--- src/design/mne_queue.sv ---
module mne_queue #(
  parameter int WIDTH = 64
) (
  input  logic             clk,
  input  logic             rst_n,
  input  logic             push,
  input  logic [WIDTH-1:0] din,
  output logic             full,
  input  logic             pop,
  output logic [WIDTH-1:0] dout,
  output logic             empty
);

  logic [WIDTH-1:0] mem_r [2];
  logic             wr_ptr_r, rd_ptr_r;
  logic [1:0]       cnt_r, cnt_nxt;

  assign full  = (cnt_r == 2'd2);
  assign empty = (cnt_r == 2'd0);
  assign dout  = mem_r[rd_ptr_r];

  // Occupancy follows pushes and pops.
  always_comb begin
    cnt_nxt = cnt_r;
    if (push && !pop) begin
      cnt_nxt = cnt_r + 2'd1;
    end else if (pop && !push) begin
      cnt_nxt = cnt_r - 2'd1;
    end
  end

  always_ff @(posedge clk) begin
    if (!rst_n) begin
      wr_ptr_r <= 1'b0;
      rd_ptr_r <= 1'b0;
      cnt_r    <= 2'd0;
    end else begin
      if (push) begin
        wr_ptr_r <= !wr_ptr_r;
      end
      if (pop) begin
        rd_ptr_r <= !rd_ptr_r;
      end
      cnt_r <= cnt_nxt;
    end
  end

  always_ff @(posedge clk) begin
    if (push) begin
      mem_r[wr_ptr_r] <= din;
    end
  end

endmodule

--- config.mk ---
export PLATFORM = sky130hd
export DESIGN_NAME = mne_queue
export DESIGN_NICKNAME = d
export VERILOG_FILES = /design/src/design/mne_queue.sv
export SDC_FILE = /design/constraint.sdc
export NUM_CORES = 1
export LEC_CHECK = 0
export ABC_AREA = 1
export BUFFER_PORTS_ARGS = -buffer_cell sky130_fd_sc_hd__buf_2
export CORE_AREA = 10 10 143 145
export DETAILED_ROUTE_END_ITERATION = 6
export DIE_AREA = 0 0 153 155
export PLACE_DENSITY_LB_ADDON = 0.1
export SYNTH_ARGS = -nofsm -noshare
export SYNTH_HDL_FRONTEND = slang
export SYNTH_SLANG_ARGS = --single-unit
--- constraint.sdc ---
create_clock -name clk -period 4.9 [get_ports clk]
set_clock_uncertainty 0.2 [all_clocks]
set_input_delay 0.49 -clock clk [delete_from_list [all_inputs] [get_ports clk]]
set_output_delay 0.49 -clock clk [all_outputs]
set_load 0.05 [all_outputs]
; Word-level counts from Yosys, hierarchy flattened
; Memories as Yosys holds them, arrays and structs flattened. A register that Yosys moved wholly into a read port is not among the register bits.
; Index checks and enable logic that the tools add are counted.
[classes]
n_addsub = 2
n_eq_ne = 1
muxes = 6
n_reduce_logical = 8
[ops]
columns = op, count
row1 = $logic_not A1 Y1, 4
row2 = $mux W1, 4
row3 = $mux W2, 2
row4 = $add A2 B1 Y2 const B, 1
row5 = $eq A2 B2 Y1 const B, 1
row6 = $logic_and A1 B1 Y1, 2
row7 = $logic_not A2 Y1, 1
row8 = $reduce_bool A2 Y1, 1
row9 = $sub A2 B1 Y2 const B, 1
[word_totals]
reg_bits = 4
ram_bits = 128
inputBits = 68
output_inout_bits = 66
memories = 1
[memory_table]
columns = memory, words, width, read_ports, rd_clocked_by_memory_dff, write_ports, line_no
row1 = mem_r, 2, 64, 1, 1, 1, 14  ; logic [WIDTH-1:0] mem_r [2];

; Depth between registers and ports, before layout
; Gate-level depths: netlist of run 1.
[depth]
depth_word = 4
mapped_depth = 8

; Worst setup path after synthesis of run 1
; Ideal clock, no wire load.
[synth_timing]
path_type = in2reg
startpoint = in push
endpoint = mem mem_r[0][0], enable pin
arrival_time_ns = 3.214
path_slack_ns = 0.998
path_stages = 2
n_path_buf = 0
path_cell_list = inv_1 -> nor2_1
[synth_via]
elab_chain_cells = 2
[synth_lines]
columns = item, line_no
row1 = "start, declared", 6  ; input logic push,
row2 = $mux W1, 49  ; if (push) begin
row3 = $mux W1 (implied by the code), 50  ; mem_r[wr_ptr_r] <= din;
row4 = "end, declared", 14
; No other way between the ends.

==> results_dict.tcl, run 1 <==
set metrics [dict create \
    syn-cell-area_um2 5149 \
    critPathKind "reg -> out" \
    synth-edff-count 128 \
    use_met2_pct 14.08 \
    crit_fanout 47 \
    clock.fmax_mhz 323.0 \
    cts_hold_buf 0 \
    grt_pass1_vias 2795 \
    drt_iter0_markers 111 \
    grt_pass1_wl_um 15700 \
    required_ns 4.21 \
    num_antenna_cells 0 \
    io_pins 134 \
    setup_violations 0 \
    syn_inst 234 \
    cts_sinks 133 \
    max_stage_delay_ns 0.97 \
    status "completed" \
    worstSetupStartpointType "flip-flop" \
    synth.area.top_cells "edfxtp_1, mux2_4, buf_12, dfxtp_1, mux2_2" \
    nNetsFinal 451 \
    cp.arrival_ns 2.41 \
    peakVddDrop_v 0.0002196 \
    wl_um 10470 \
    worst_slew_pin_slew_ns 0.9390 \
    ys_types 14 \
    grtUsageMet3_pct 4.770 \
    initial_core_util_pct 29.16 \
    hold_class "in -> reg" \
    grt_overflow 0 \
    slowest_stage "dfxtp_4" \
    clk_latency_ns 0.41 \
    crit_path_cell_trace "buf_4, mux2_4, buf_2" \
    rows 49 \
    drtPass1Iterations 4 \
    drc 0 \
    max_slew_margin_pct 37.40 \
    period_minus_slack_ns 3.096 \
    place_hpwl_um 7047 \
    top_usage_layer "met2" \
    die_h_um 155 \
    synth_ff_type "edfxtp_1" \
    drive_gt1_share_pct 58.73 \
    clockBufferDepth 2 \
    die_area_um2 23720 \
    port_buffers 133 \
    drv_slew 0 \
    grtUsageMet1_pct 9.782 \
    die_w_um 153 \
    via_count 2534 \
    fin_tns_setup_ns 0 \
    cts.clk_slew.worst_paths_ns 0.06 \
    critical_path.endpoint_type "output pin" \
    synth_top_cell_area_share_pct 74.65 \
    leakagePower_nw 2.618 \
    cts_root_buf "clkbuf_16" \
    powerDensity_nw_per_um2 448.8 \
    period_share_pct 63.18 \
    post-route-util_pct 37.20 \
    drv_cap 0 \
    vias_per_cell 4.061 \
    antenna_found_initial 1 \
    antenna_left 0 \
    gp_congestion 0.6790 \
    rsz0062_at_grt "no" \
    syn-num-nets 303 \
    cts_tree "built" \
    synth_area_per_cell_um2 22.00 \
    htree_num_levels 4 \
    yosysSeqAreaShare_pct 76.60 \
    detail_route.wl_per_cell_um 16.77 \
    final_hold_viol_count 0 \
    post_cts_buffers 0 \
    grt_max_degree 48 \
    yosysMostFrequentCell "edfxtp_1" \
    ctsResizeCount 0 \
    grt_use_total_pct 8.845 \
    area_growth_pct 27.56 \
    postSynth.asyncResetShare_pct 0 \
    netlist.top_cell.by_area "edfxtp_1" \
    synthTopCellsByCount "edfxtp_1, mux2_4, nor2_1" \
    core_area_um2 17660 \
    synth_seq_cells 133 \
    numCtsBuffers 17 \
    yosysWarnings 0 \
]
flip-flops by register name, indices dropped and copies added, names as in the netlist, named ones only:
register,cells
cnt_r,2
wr_ptr_r,1
mem_r,128
rd_ptr_r,1
logic make-up (layout without fill, tap and decap cells):
| group | count (synthesis) | after routing | share of synthesized area [%] |
|---|---|---|---|
| AO/OA/AOI/OAI | 2 | 2 | 0.1942 |
| adder cells (fa/ha/maj) | 1 | 1 | 0.2430 |
| multiplexers | 64 | 64 | 18.37 |
| buffers and inverters | 15 | 176 | 3.135 |
| AND/OR/NAND/NOR | 19 | 19 | 1.458 |
| flip-flops | 133 | 133 | 76.60 |
layout by cell type, fill, tap and decap left out:
| master | n |
|---|---|
| buf_2 | 133 |
| edfxtp_1 | 128 |
| mux2_4 | 60 |
| clkbuf_16 | 17 |
| nor2_1 | 8 |
| nand2_1 | 8 |
| inv_1 | 7 |
| clkinv_2 | 6 |
| mux2_2 | 4 |
| dfxtp_1 | 4 |
| clkinv_1 | 3 |
| buf_4 | 3 |
| clkinvlp_4 | 2 |
| bufinv_16 | 2 |
| inv_6 | 2 |
| nor2_4 | 1 |
| o21ai_0 | 1 |
| a21oi_1 | 1 |
| nand3_1 | 1 |
| nand4_1 | 1 |
| ha_1 | 1 |
| dfxtp_4 | 1 |
| clkinv_4 | 1 |
where the power goes:
| group | switching (mW) | total, mW | internal (mW) |
|---|---|---|---|
| Combinational | 0.269 | 0.401 | 0.132 |
| Sequential | 0.0324 | 1.35 | 1.32 |
| Clock | 0.458 | 1.20 | 0.741 |
path summary, 6_finish.rpt:
| kind | startpoint | to | slack (ns) | cells after the start |
|---|---|---|---|---|
| setup / recovery | flip-flop | dout[63] | 1.80 | 3 |
| hold / removal | din[37] | mem_r[1][37] | 0.06 | 1 |
| setup reg to reg | wr_ptr_r | mem_r[0][31] | 2.77 | 2 |
| hold reg to reg | rd_ptr_r | flip-flop | 0.29 | 2 |
worst max-delay path, delay by kind of cell (launching register included):
kind	cells	cell delay, ns
buffers and inverters	2	0.67
DFF	1	0.97
muxes	1	0.33
through the flow:
| stage | instances | hold slack (ns) | instance area, µm² | power (mW) | worst slack [ns] |
|---|---|---|---|---|---|
| 2_1_floorplan | 234 | 0.2635 | 5149 | 1.688 | 0.9981 |
| 3_3_place_gp | 592 | 0.2771 | 6005 | 1.779 | 2.185 |
| 3_5_place_dp | 592 | 0.2844 | 6005 | 1.783 | 2.168 |
| 4_1_cts | 624 | 0.03912 | 6568 | 2.996 | 1.709 |
| 5_1_grt | 624 | 0.03701 | 6568 | 3.069 | 1.659 |
| 6_report | 624 | 0.06170 | 6568 | 2.948 | 1.804 |
layer usage:
| metal | vias to the layer above | share of wire [%] |
|---|---|---|
| li1 | 1205 | - |
| met1 | 1223 | 43 |
| met2 | 94 | 48 |
| met3 | 10 | 7.5 |
| met4 | 2 | 1.1 |
| met5 | - | 0.12 |
final cells by class:
| type | instances | area [µm²] |
|---|---|---|
| Tap cell | 229 | 286.5 |
| Clock buffer | 17 | 425.4 |
| Sequential cell | 133 | 3948 |
| Inverter | 8 | 31.28 |
| Fill cell | 1708 | 11090 |
| Clock inverter | 15 | 137.6 |
| Timing Repair Buffer | 136 | 688.2 |
| Multi-Input combinational cell | 86 | 1051 |
Note: power is estimated with default switching activity, not from simulation.
==> run 2, diff against run 1 <==
clock period = 2.5 ns   (was 4.9 ns; I/O delays follow)
==> run 2 against run 1 <==
Net effect:
- combinational power rose by 130%
- worst hold slack worse by 0.0087 ns
- sequential cell count stayed put
- via count is 10% higher
- die area stayed put
- sequential power is 93% higher
- global-route usage rose by 0.39 points
- non-clock buffer count is 71 higher
- first-iteration DRC count is 35% lower
- critical path depth stayed put
- largest cell class unchanged
==> results_dict.tcl, run 2 (synthesis gave the netlist of run 1 again) <==
set metrics [dict create \
    clock.fmax_mhz 447.9 \
    stdcell_area_um2 7269 \
    die_area_um2 23720 \
    htree_num_levels 4 \
    setup_violations 0 \
    io_pins 134 \
    fin_tns_setup_ns 0 \
    drv_slew 0 \
    num_antenna_cells 0 \
    top_regs "mem_r x128, cnt_r x2" \
    clk_latency_ns 0.41 \
    multiInputGateArea_um2 1051 \
    cp.arrival_ns 1.78 \
    drv_cap 0 \
    rows 49 \
    crit_fanout 35 \
    cts_root_buf "clkbuf_16" \
    critical_path.endpoint_type "output pin" \
    cts_sinks 133 \
    via_count 2792 \
    rrSetupSlack_ns 0.49 \
    numCtsBuffers 17 \
    core_area_um2 17660 \
    nNetsFinal 522 \
    grt_max_degree 43 \
    grt_pass1_vias 3231 \
    period_share_pct 89.31 \
    worstSetupStartpointType "flip-flop" \
    antenna_left 0 \
    powerDensity_nw_per_um2 789.6 \
    regArea_um2 3948 \
    largest-register "mem_r" \
    drive_gt1_share_pct 49.79 \
    initial_core_util_pct 29.16 \
    antenna_found_initial 0 \
    cts_tree "built" \
    die_w_um 153 \
    port_buffers 133 \
    final_hold_viol_count 0 \
    grt_use_total_pct 9.233 \
    period_minus_slack_ns 2.233 \
    clockBufferDepth 2 \
    final_cell_mix "buf_2, edfxtp_1, dlygate4sd3_1" \
    largest_reg_flops 128 \
    required_ns 2.05 \
    die_h_um 155 \
    grt_overflow 0 \
    cts.clk_slew.worst_paths_ns 0.06 \
    fillers 1650 \
    place_area_um2 6063 \
    wl_um 10750 \
    status "completed" \
    rsz0062_at_grt "no" \
    gp_congestion 0.6510 \
    drt_iter0_markers 72 \
    drc 0 \
    max_slew_margin_pct 61.07 \
    final_common_cell "buf_2" \
    worst_slew_pin_slew_ns 0.5840 \
    ctsResizeCount 0 \
    cts_hold_buf 68 \
    vias_per_cell 4.017 \
    critPathKind "reg -> out" \
    area_growth_pct 41.19 \
    leakagePower_nw 2.907 \
    peakVddDrop_v 0.0004246 \
    detail_route.wl_per_cell_um 15.47 \
    place_hpwl_um 7084 \
    hold_class "in -> reg" \
    drtPass1Iterations 4 \
    post_cts_buffers 0 \
    grt_pass1_wl_um 16940 \
]
==> run 2: changes by cell type in the layout (fill, tap and decap cells not counted), sizes merged, moves of 2 or more <==
cell,delta
buf,+3
clkinv,-2
clkbuf,+3
dlygate4sd3,+68
==> run 2: power breakdown <==
| group | internal, mW | switching, mW | leakage [nW] |
|---|---|---|---|
| Clock | 1.34 | 0.871 | 0.252 |
| Sequential | 2.58 | 0.0352 | 1.24 |
| Combinational | 0.340 | 0.571 | 1.41 |
| Total | 4.26 | 1.48 | 2.91 |
==> run 2: per-layer routing <==
layer	global-route usage (%)	wire [µm]
met5	0	0
met3	3.584	635
met1	9.342	4248
met2	16.18	5649
met4	4.905	218
==> run 2: final cells by class <==
type,count,share of cell area (%)
inverter,8,0.4131
tap,229,3.941
clock inverter,12,1.222
clock buffer,20,6.007
multi-input combinational,86,14.46
sequential,133,54.30
timing repair buffer,207,19.66
==> run 2: path summary, 6_finish.rpt <==
check / endpoint / start / cells after the start
worst max-delay path: dout[56] / flip-flop / 3
worst min-delay path: cnt_r[0] / push / 3
worst max register to register: wr_ptr_r / wr_ptr_r / 5
worst min register to register: rd_ptr_r / rd_ptr_r / 2
==> run 2: through the flow <==
stage                     power [mW]  hold slack (ns)  utilization [%]  std cells  setup slack (ns)
after floorplan                3.307           0.1489                -        234            0.1736
after global placement         3.497           0.2374            34.34        595            0.6759
after detailed placement       3.507           0.2417            34.34        595            0.6807
after CTS                      5.847          0.02546            41.17        695            0.2161
after global routing           6.002          0.06629            41.17        695            0.1894
final                          5.740          0.05298            41.17        695            0.2673
==> run 2: worst max-delay path, stage by stage, from the launching register on <==
cell and delay, ns:
dfxtp_4 0.46, buf_12 0.29, mux2_2 0.37, buf_2 0.21
