<file path="config.mk">
export PLATFORM = sky130hd
export DESIGN_NAME = mne_front
export DESIGN_NICKNAME = d
export VERILOG_FILES = /design/src/design/mne_pkg.sv /design/src/design/mne_front.sv
export SDC_FILE = /design/constraint.sdc
export NUM_CORES = 2
export LEC_CHECK = 0
export BUFFER_PORTS_ARGS = -buffer_cell sky130_fd_sc_hd__buf_4
export CELL_PAD_IN_SITES_DETAIL_PLACEMENT = 0
export CELL_PAD_IN_SITES_GLOBAL_PLACEMENT = 1
export CORE_MARGIN = 2
export CORE_UTILIZATION = 55
export CTS_BUF_LIST = sky130_fd_sc_hd__clkbuf_16
export DETAILED_ROUTE_END_ITERATION = 10
export PLACE_DENSITY = 0.93
export SYNTH_ARGS = -nofsm -noshare
export SYNTH_HDL_FRONTEND = slang
export SYNTH_SLANG_ARGS = --single-unit
</file>
<file path="constraint.sdc">
create_clock -name clk -period 22.7 [get_ports clk]
set_input_delay 1.135 -clock clk [delete_from_list [all_inputs] [get_ports clk]]
set_output_delay 1.135 -clock clk [all_outputs]
set_load 0.02 [all_outputs]
</file>
<file path="src/design/mne_pkg.sv">
package mne_pkg;

  // Default depth of the row-sum store
  localparam int MAX_ROWS_DEF = 1024;

  // Configuration port geometry
  localparam int CFG_IDX_W  = 2;
  localparam int CFG_DATA_W = 16;

  // Register field widths
  localparam int KIND_W    = 2;
  localparam int ROW_CNT_W = 11;
  localparam int COL_CNT_W = 16;

  // Element and result widths
  localparam int ELEM_W = 32;
  localparam int ACC_W  = 64;
  localparam int ROOT_W = 32;

  typedef enum logic [KIND_W-1:0] {
    KIND_MAX  = 2'd0,
    KIND_ONE  = 2'd1,
    KIND_INF  = 2'd2,
    KIND_FROB = 2'd3
  } norm_kind_t;

  typedef enum logic [CFG_IDX_W-1:0] {
    REG_NORM_KIND = 2'd0,
    REG_ROW_COUNT = 2'd1,
    REG_COL_COUNT = 2'd2
  } cfg_reg_t;

  // Classification of one element, passed from front to back
  typedef struct packed {
    norm_kind_t kind;
    logic       last_row;
    logic       last_col;
    logic       col_zero;
  } mne_tag_t;

  localparam int TAG_W = $bits(mne_tag_t);

  typedef enum logic [1:0] {
    FR_IDLE,
    FR_MUL,
    FR_PUSH
  } front_state_t;

  typedef enum logic [2:0] {
    BK_IDLE,
    BK_MAG,
    BK_ACC,
    BK_FROB,
    BK_EMIT
  } back_state_t;

endpackage

</file>
<file path="src/design/mne_front.sv">
module mne_front import mne_pkg::*; #(
  parameter int MAX_ROWS = MAX_ROWS_DEF,
  parameter int RW       = (MAX_ROWS > 1) ? $clog2(MAX_ROWS) : 1
) (
  input  logic                 clk,
  input  logic                 rst_n,
  input  logic                 in_valid,
  output logic                 in_ready,
  input  logic [ELEM_W-1:0]    in_elem_real,
  input  logic [ELEM_W-1:0]    in_elem_imag,
  input  norm_kind_t           kind,
  input  logic [ROW_CNT_W-1:0] row_count,
  input  logic [COL_CNT_W-1:0] col_count,
  input  logic                 q_full,
  output logic                 q_push,
  output logic [ACC_W-1:0]     q_sq,
  output mne_tag_t             q_tag,
  output logic [RW-1:0]        q_row
);

  localparam int LIM_W = $clog2(MAX_ROWS + 1);
  localparam int CW    = ((LIM_W > ROW_CNT_W) ? LIM_W : ROW_CNT_W) + 1;

  front_state_t         state_r, state_nxt;
  logic [RW-1:0]        row_pos_r, row_pos_nxt;
  logic [COL_CNT_W-1:0] col_pos_r, col_pos_nxt;
  logic [ELEM_W-1:0]    ar_r, ai_r;
  logic [ACC_W-1:0]     pa_r, pb_r;
  mne_tag_t             tag_r;
  logic [RW-1:0]        row_r;
  logic [CW-1:0]        rows_eff;
  logic [COL_CNT_W-1:0] cols_eff;
  logic                 last_row, last_col;
  logic                 accept;
  logic [ELEM_W-1:0]    abs_re, abs_im;

  // Effective matrix size: zero counts as one, rows clip at the store depth.
  always_comb begin
    rows_eff = CW'(row_count);
    if (rows_eff == '0) begin
      rows_eff = CW'(1);
    end else if (rows_eff > CW'(MAX_ROWS)) begin
      rows_eff = CW'(MAX_ROWS);
    end
    cols_eff = (col_count == '0) ? COL_CNT_W'(1) : col_count;
  end

  assign last_row = (CW'(row_pos_r) >= rows_eff - CW'(1));
  assign last_col = (col_pos_r >= cols_eff - COL_CNT_W'(1));

  // Magnitudes of the parts; the most negative value maps to 2^31.
  assign abs_re = in_elem_real[ELEM_W-1] ? (~in_elem_real + ELEM_W'(1)) : in_elem_real;
  assign abs_im = in_elem_imag[ELEM_W-1] ? (~in_elem_imag + ELEM_W'(1)) : in_elem_imag;

  assign in_ready = (state_r == FR_IDLE);
  assign accept   = in_valid && in_ready;
  assign q_push   = (state_r == FR_PUSH) && !q_full;
  assign q_sq     = pa_r + pb_r;
  assign q_tag    = tag_r;
  assign q_row    = row_r;

  // Sequencer and matrix position.
  always_comb begin
    state_nxt   = state_r;
    row_pos_nxt = row_pos_r;
    col_pos_nxt = col_pos_r;
    case (state_r)
      FR_IDLE: begin
        if (accept) begin
          state_nxt = FR_MUL;
          if (!last_row) begin
            row_pos_nxt = row_pos_r + RW'(1);
          end else begin
            row_pos_nxt = '0;
            col_pos_nxt = last_col ? '0 : col_pos_r + COL_CNT_W'(1);
          end
        end
      end
      FR_MUL: begin
        state_nxt = FR_PUSH;
      end
      FR_PUSH: begin
        if (!q_full) begin
          state_nxt = FR_IDLE;
        end
      end
      default: begin
        state_nxt = FR_IDLE;
      end
    endcase
  end

  always_ff @(posedge clk) begin
    if (!rst_n) begin
      state_r   <= FR_IDLE;
      row_pos_r <= '0;
      col_pos_r <= '0;
    end else begin
      state_r   <= state_nxt;
      row_pos_r <= row_pos_nxt;
      col_pos_r <= col_pos_nxt;
    end
  end

  // Operand capture and the registered squares.
  always_ff @(posedge clk) begin
    if (accept) begin
      ar_r           <= abs_re;
      ai_r           <= abs_im;
      tag_r.kind     <= kind;
      tag_r.last_row <= last_row;
      tag_r.last_col <= last_col;
      tag_r.col_zero <= (col_pos_r == '0);
      row_r          <= row_pos_r;
    end
    if (state_r == FR_MUL) begin
      pa_r <= ar_r * ar_r;
      pb_r <= ai_r * ai_r;
    end
  end

endmodule

</file>
---- Word level (Yosys, flattened, before mapping) ----
Index checks and enable logic that the tools add are counted.
cells by class
  add/subtract/negate cells ............... 7
  multipliers ............................. 2
  $lt $le $gt $ge ......................... 3
  equality and inequality tests ........... 4
  mux-type cells .......................... 10
  bitwise logic cells ..................... 2
  reduce and logical (&&, ||, !) cells .... 10
operators with widths
  operator                                                               number
  32-bit by 32-bit multiplier with 64-bit output                         2
  32-bit by 1-bit adder with 32-bit output, second input constant        2
  64-bit adder                                                           1
  32-bit NOT                                                             2
  31-bit two-way mux                                                     2
  16-bit logical NOT                                                     2
  16-bit two-way mux                                                     2
  11-bit two-way mux                                                     2
  16-bit by 1-bit adder with 16-bit output, second input constant        1
  16-bit >= comparator                                                   1
  16-bit by 1-bit subtractor with 16-bit output, second input constant   1
  10-bit by 12-bit >= comparator with 1-bit output                       1
  12-bit by 1-bit subtractor with 12-bit output, second input constant   1
  11-bit > comparator, second input constant                             1
  11-bit logical NOT                                                     1
  10-bit by 1-bit adder with 10-bit output, second input constant        1
  10-bit two-way mux                                                     1
  2-bit case mux with 3 select lines                                     1
  2-bit two-way mux                                                      2
  2-bit AND reduction                                                    2
  3-bit AND reduction                                                    1
  2-bit by 1-bit equality test with 1-bit output, second input constant  1
  2-bit equality test, second input constant                             1
  1-bit logical AND                                                      2
  4 further kinds                                                        4
word-level totals
  register bits after elaboration ......... 235
  input bits .............................. 97
  output and inout port bits .............. 81
  word-level logic and storage cells ...... 52

---- Logic depth before layout (Yosys ltp) ----
  word-level depth ........................ 6
  mapped depth ............................ 30
  gate-level depth less buffers ........... 27

---- Least setup slack after synthesis ----
OpenSTA, ideal clock, no wires.
  kind .................................... register to register
  start ................................... register ai_r[2]
  end ..................................... register pb_r[62], data pin
  library setup time ...................... 0.269 ns
  arrival ................................. 7.714 ns
  data required time ...................... 22.431 ns
  slack ................................... 14.716 ns
  cell stages (with the launch flop) ...... 29
  buffers on the path ..................... 3
  clock period less this slack ............ 7.984 ns
  cells stage by stage .................... edfxtp_1 -> clkbuf_1 -> clkbuf_1 -> nand2_1 -> fa_1 -> inv_1 -> fa_1 -> inv_1 -> fa_1 -> fa_1 -> inv_1 -> fa_1 -> inv_1 -> fa_1 -> inv_1 -> fa_1 -> fa_1 -> ha_1 -> clkbuf_1 -> nand4_1 -> or3_1 -> a2bb2oi_1 -> o211ai_1 -> a31oi_1 -> o41ai_1 -> a41oi_1 -> o21ai_1 -> or4_1 -> nand3_1
between the ends
  cells in the longest elaborated chain, start to end .. 1
ends and longest elaborated chain
  element                                         RTL line          text
  start: declaration                              mne_front.sv:27   logic [ELEM_W-1:0] ar_r, ai_r;
  start signal: assignment                        mne_front.sv:109  ai_r <= abs_im;
  32-bit by 32-bit multiplier with 64-bit output  mne_front.sv:118  pb_r <= ai_r * ai_r;
  end signal: assignment                          mne_front.sv:118
  end: declaration                                mne_front.sv:28   logic [ACC_W-1:0] pa_r, pb_r;
Every way passes these cells.
A chain may end at the register's enable or synchronous reset.

---- Final worst setup path ----
  start ................................... register ai_r[7]
  end ..................................... register pb_r[62], data pin
The elaborated chain is that of the path after synthesis.

==> run_results.csv <==
group,metric,value,unit
sta,setup_viol,0,
yosys,async_reset_ff_frac,0,
status,status,"finished clean",
flow_run,maxCapViolCount,0,
cts,ctsResizeCount,0,
yosys,synth_area_leaders,"fa_1, ha_1, inv_1, edfxtp_1, and2_1",
yosys,syn_avg_cell_area,9.546,sq um
global_routing,grt_max_degree,81,
sta,final.setup_skew,36.66,ps
sta,rsz0062_at_grt,"no",
drt,wl_met3,15370,um
yosys,syn_nets,9904,
worst_setup_path,crit_required,23020,ps
floorplanning,start_util,0.5543,
drt,via_per_inst,5.483,
cts,cts_hold_buf,0,
global_routing,overflow,0,
yosys,yosysTopAreaCellShare,0.4415,
sta,fmax,0.1036,GHz
final_layout,fin_nets,9919,
yosys,yosys.area.top_type,"fa_1",
placement,dp.cells,9249,
yosys,synth_cell_types,74,
worst_setup_path,crit_path_start_kind,"register",
sta,fin_crit_sh,0.4251,
drt,dr.pass1.iters,5,
cts,h-tree-depth,2,
yosys,synth_edf_count,205,
sta,worst_slew_margin_rel,0.1449,
sta,worst_slew_pin_slew,1283,ps
cts,cts_buffers,34,
floorplanning,io_pins,178,
floorplanning,rows,132,
yosys,synthTopCellsByCount,"inv_1, fa_1, ha_1",
yosys,synth_flop_cell,"edfxtp_1",
drt,drtIter0Drc,3436,
placement,io_buffers,177,
global_routing,grt_pass1_vias,56500,
floorplanning,die_x,365.5,um
cts,clock_latency,600,ps
final_layout,fin_cells,9312,
yosys,synth_most_common_cell,"inv_1",
yosys,yosys_warnings,0,
placement,gp_congestion,0.9349,
global_routing,grt.total_usage,0.2848,
cts,cts.sinks,233,
global_routing,grt_pass1_wl,297100,um
yosys,synth_seq_cells,233,
worst_setup_path,worst-endpoint-arrival,9970,ps
sta,finalSetupTns,0,ps
drt,top_layer,"met4",
sta,finalHoldViolCount,0,
worst_setup_path,worstPathMaxFanout,27,
placement,dp.final_hpwl,146500,um
worst_hold_path,min_path_type,"reg2reg",
cts,cts.path.max_buffers,3,
floorplanning,die-area,0.1336,sq mm
cts,path_clk_slew,60,ps
worst_setup_path,worstSetupEndpointType,"register",
drt,wl_met1,72560,um
worst_setup_path,crit_type,"reg2reg",
global_routing,antenna_found_initial,1,
drt,final_antenna_net_count,0,
sta,fin_crit,9650,ps
yosys,synth_cells,7528,
cts,cts_tree,"built",
final_layout,drive_gt1_frac,0.04769,
drt,drc,0,
drt,route.vias.total,51060,
floorplanning,core_area,0.1296,sq mm
drt,wl_per_cell,19.50,um
floorplanning,die_h,365.5,um
final_layout,nFillCells,11060,
cts,cts_root_buf,"clkbuf_16",
cts,cts_setup_buffers,0,
drt,wl_met2,86950,um
sta,report.final.slew_viol_count,0,
drt,routed_wl,181600,um
yosys,synth_area,0.07186,sq mm
final_layout,syn_to_final_growth,5.787,%
yosys,synth_seq_area_share,0.09346,
[worst max-delay path, cell delays in order, from the launching register on]
cell,delay [ps]
edfxtp_1,1130
inv_1,460
nor2_1,320
inv_1,90
fa_1,480
fa_1,420
inv_1,70
fa_1,160
inv_1,60
fa_1,510
inv_1,60
fa_1,520
inv_1,60
fa_1,520
inv_1,50
fa_1,490
fa_1,430
ha_1,490
nand4_1,160
or3_1,410
o211ai_1,520
a31oi_1,470
o41ai_1,660
a41oi_1,300
o21ai_1,310
or4_1,150
nand3_1,60
[logic make-up (layout without fill, tap and decap cells)]
kind of cell,count (synthesis),in the layout,synth area share
AOI/OAI and AO/OA,743,743,0.06665
buffers and inverters,2246,2287,0.1174
and+or+nand+nor,1666,1666,0.1159
DFF,233,233,0.09346
xor gates and xnor gates,350,350,0.04266
muxes,11,11,0.001567
adders and majority gates,2279,2279,0.5624
other,0,1,0
[path summary, 6_finish.rpt]
path,startpoint,end,slack [ps],depth (start not counted)
worst min register to register,col_pos_r[15],col_pos_r[15],540,2
worst max-delay path,ai_r[7],pb_r[62],13050,26
worst min-delay path,col_pos_r[15],col_pos_r[15],540,2
worst max register to register,ai_r[7],pb_r[62],13050,26
[area by class of cell]
| cell class | count | area, sq um | share of cell area |
|---|---|---|---|
| clock buffers | 34 | 850.8 | 0.01119 |
| flip-flops and latches | 233 | 6716 | 0.08835 |
| repair buffers | 248 | 1862 | 0.02449 |
| well taps | 1742 | 2180 | 0.02867 |
| multi-input cells | 5049 | 56720 | 0.7461 |
| clock inverters | 28 | 269.0 | 0.003539 |
| inverters | 1977 | 7423 | 0.09765 |
| diodes | 1 | 2.502 | 0.00003292 |
[routing by layer]
| layer | vias to the layer above | global-route usage |
|---|---|---|
| met3 | 366 | 0.05132 |
| li1 | 22860 | - |
| met5 | - | 0 |
| met2 | 1947 | 0.4758 |
| met1 | 25880 | 0.3765 |
| met4 | 0 | 0.09288 |
[cells in the final DEF, fill, tap and decap left out, types with 27 or more instances in the layout]
| cell type | Yosys | layout |
|---|---|---|
| a21oi_1 | 230 | 230 |
| nor2b_1 | 34 | 33 |
| nand4_1 | 42 | 42 |
| nand2_1 | 649 | 649 |
| inv_1 | 1976 | 1980 |
| dfxtp_1 | 28 | 28 |
| o21ai_0 | 132 | 132 |
| fa_1 | 1585 | 1585 |
| edfxtp_1 | 205 | 205 |
| ha_1 | 694 | 694 |
| nor3_1 | 45 | 45 |
| clkbuf_16 | 0 | 34 |
| and2_1 | 481 | 481 |
| a31oi_1 | 29 | 29 |
| xor2_1 | 126 | 126 |
| o21bai_1 | 46 | 46 |
| nor2_1 | 182 | 182 |
| a21o_1 | 115 | 115 |
| and3_1 | 27 | 27 |
| nor4_1 | 31 | 31 |
| buf_4 | 0 | 248 |
| nand3_1 | 59 | 59 |
| xnor2_1 | 224 | 224 |
[flip-flops by register name, summed over array words and instances, names as in the netlist]
name,count
state_r,2
ai_r,32
pb_r,63
q_row,10
pa_r,63
ar_r,32
row_pos_r,10
col_pos_r,16
q_tag,5
[stage by stage]
step,util,setup WS (ps),hold WS (ps),cell area (sq um)
final,0.5864,13050,538.1,76020
after global routing,0.5864,12590,548.0,76020
after CTS,0.5864,13170,537.8,76020
after detailed placement,0.5777,13210,526.1,74900
after global placement,0.5777,13510,512.8,74900
after floorplan,-,14720,456.4,71860
Power is not shown: default switching activity piles up to over one toggle a cycle in this logic, so the estimate is an artifact.
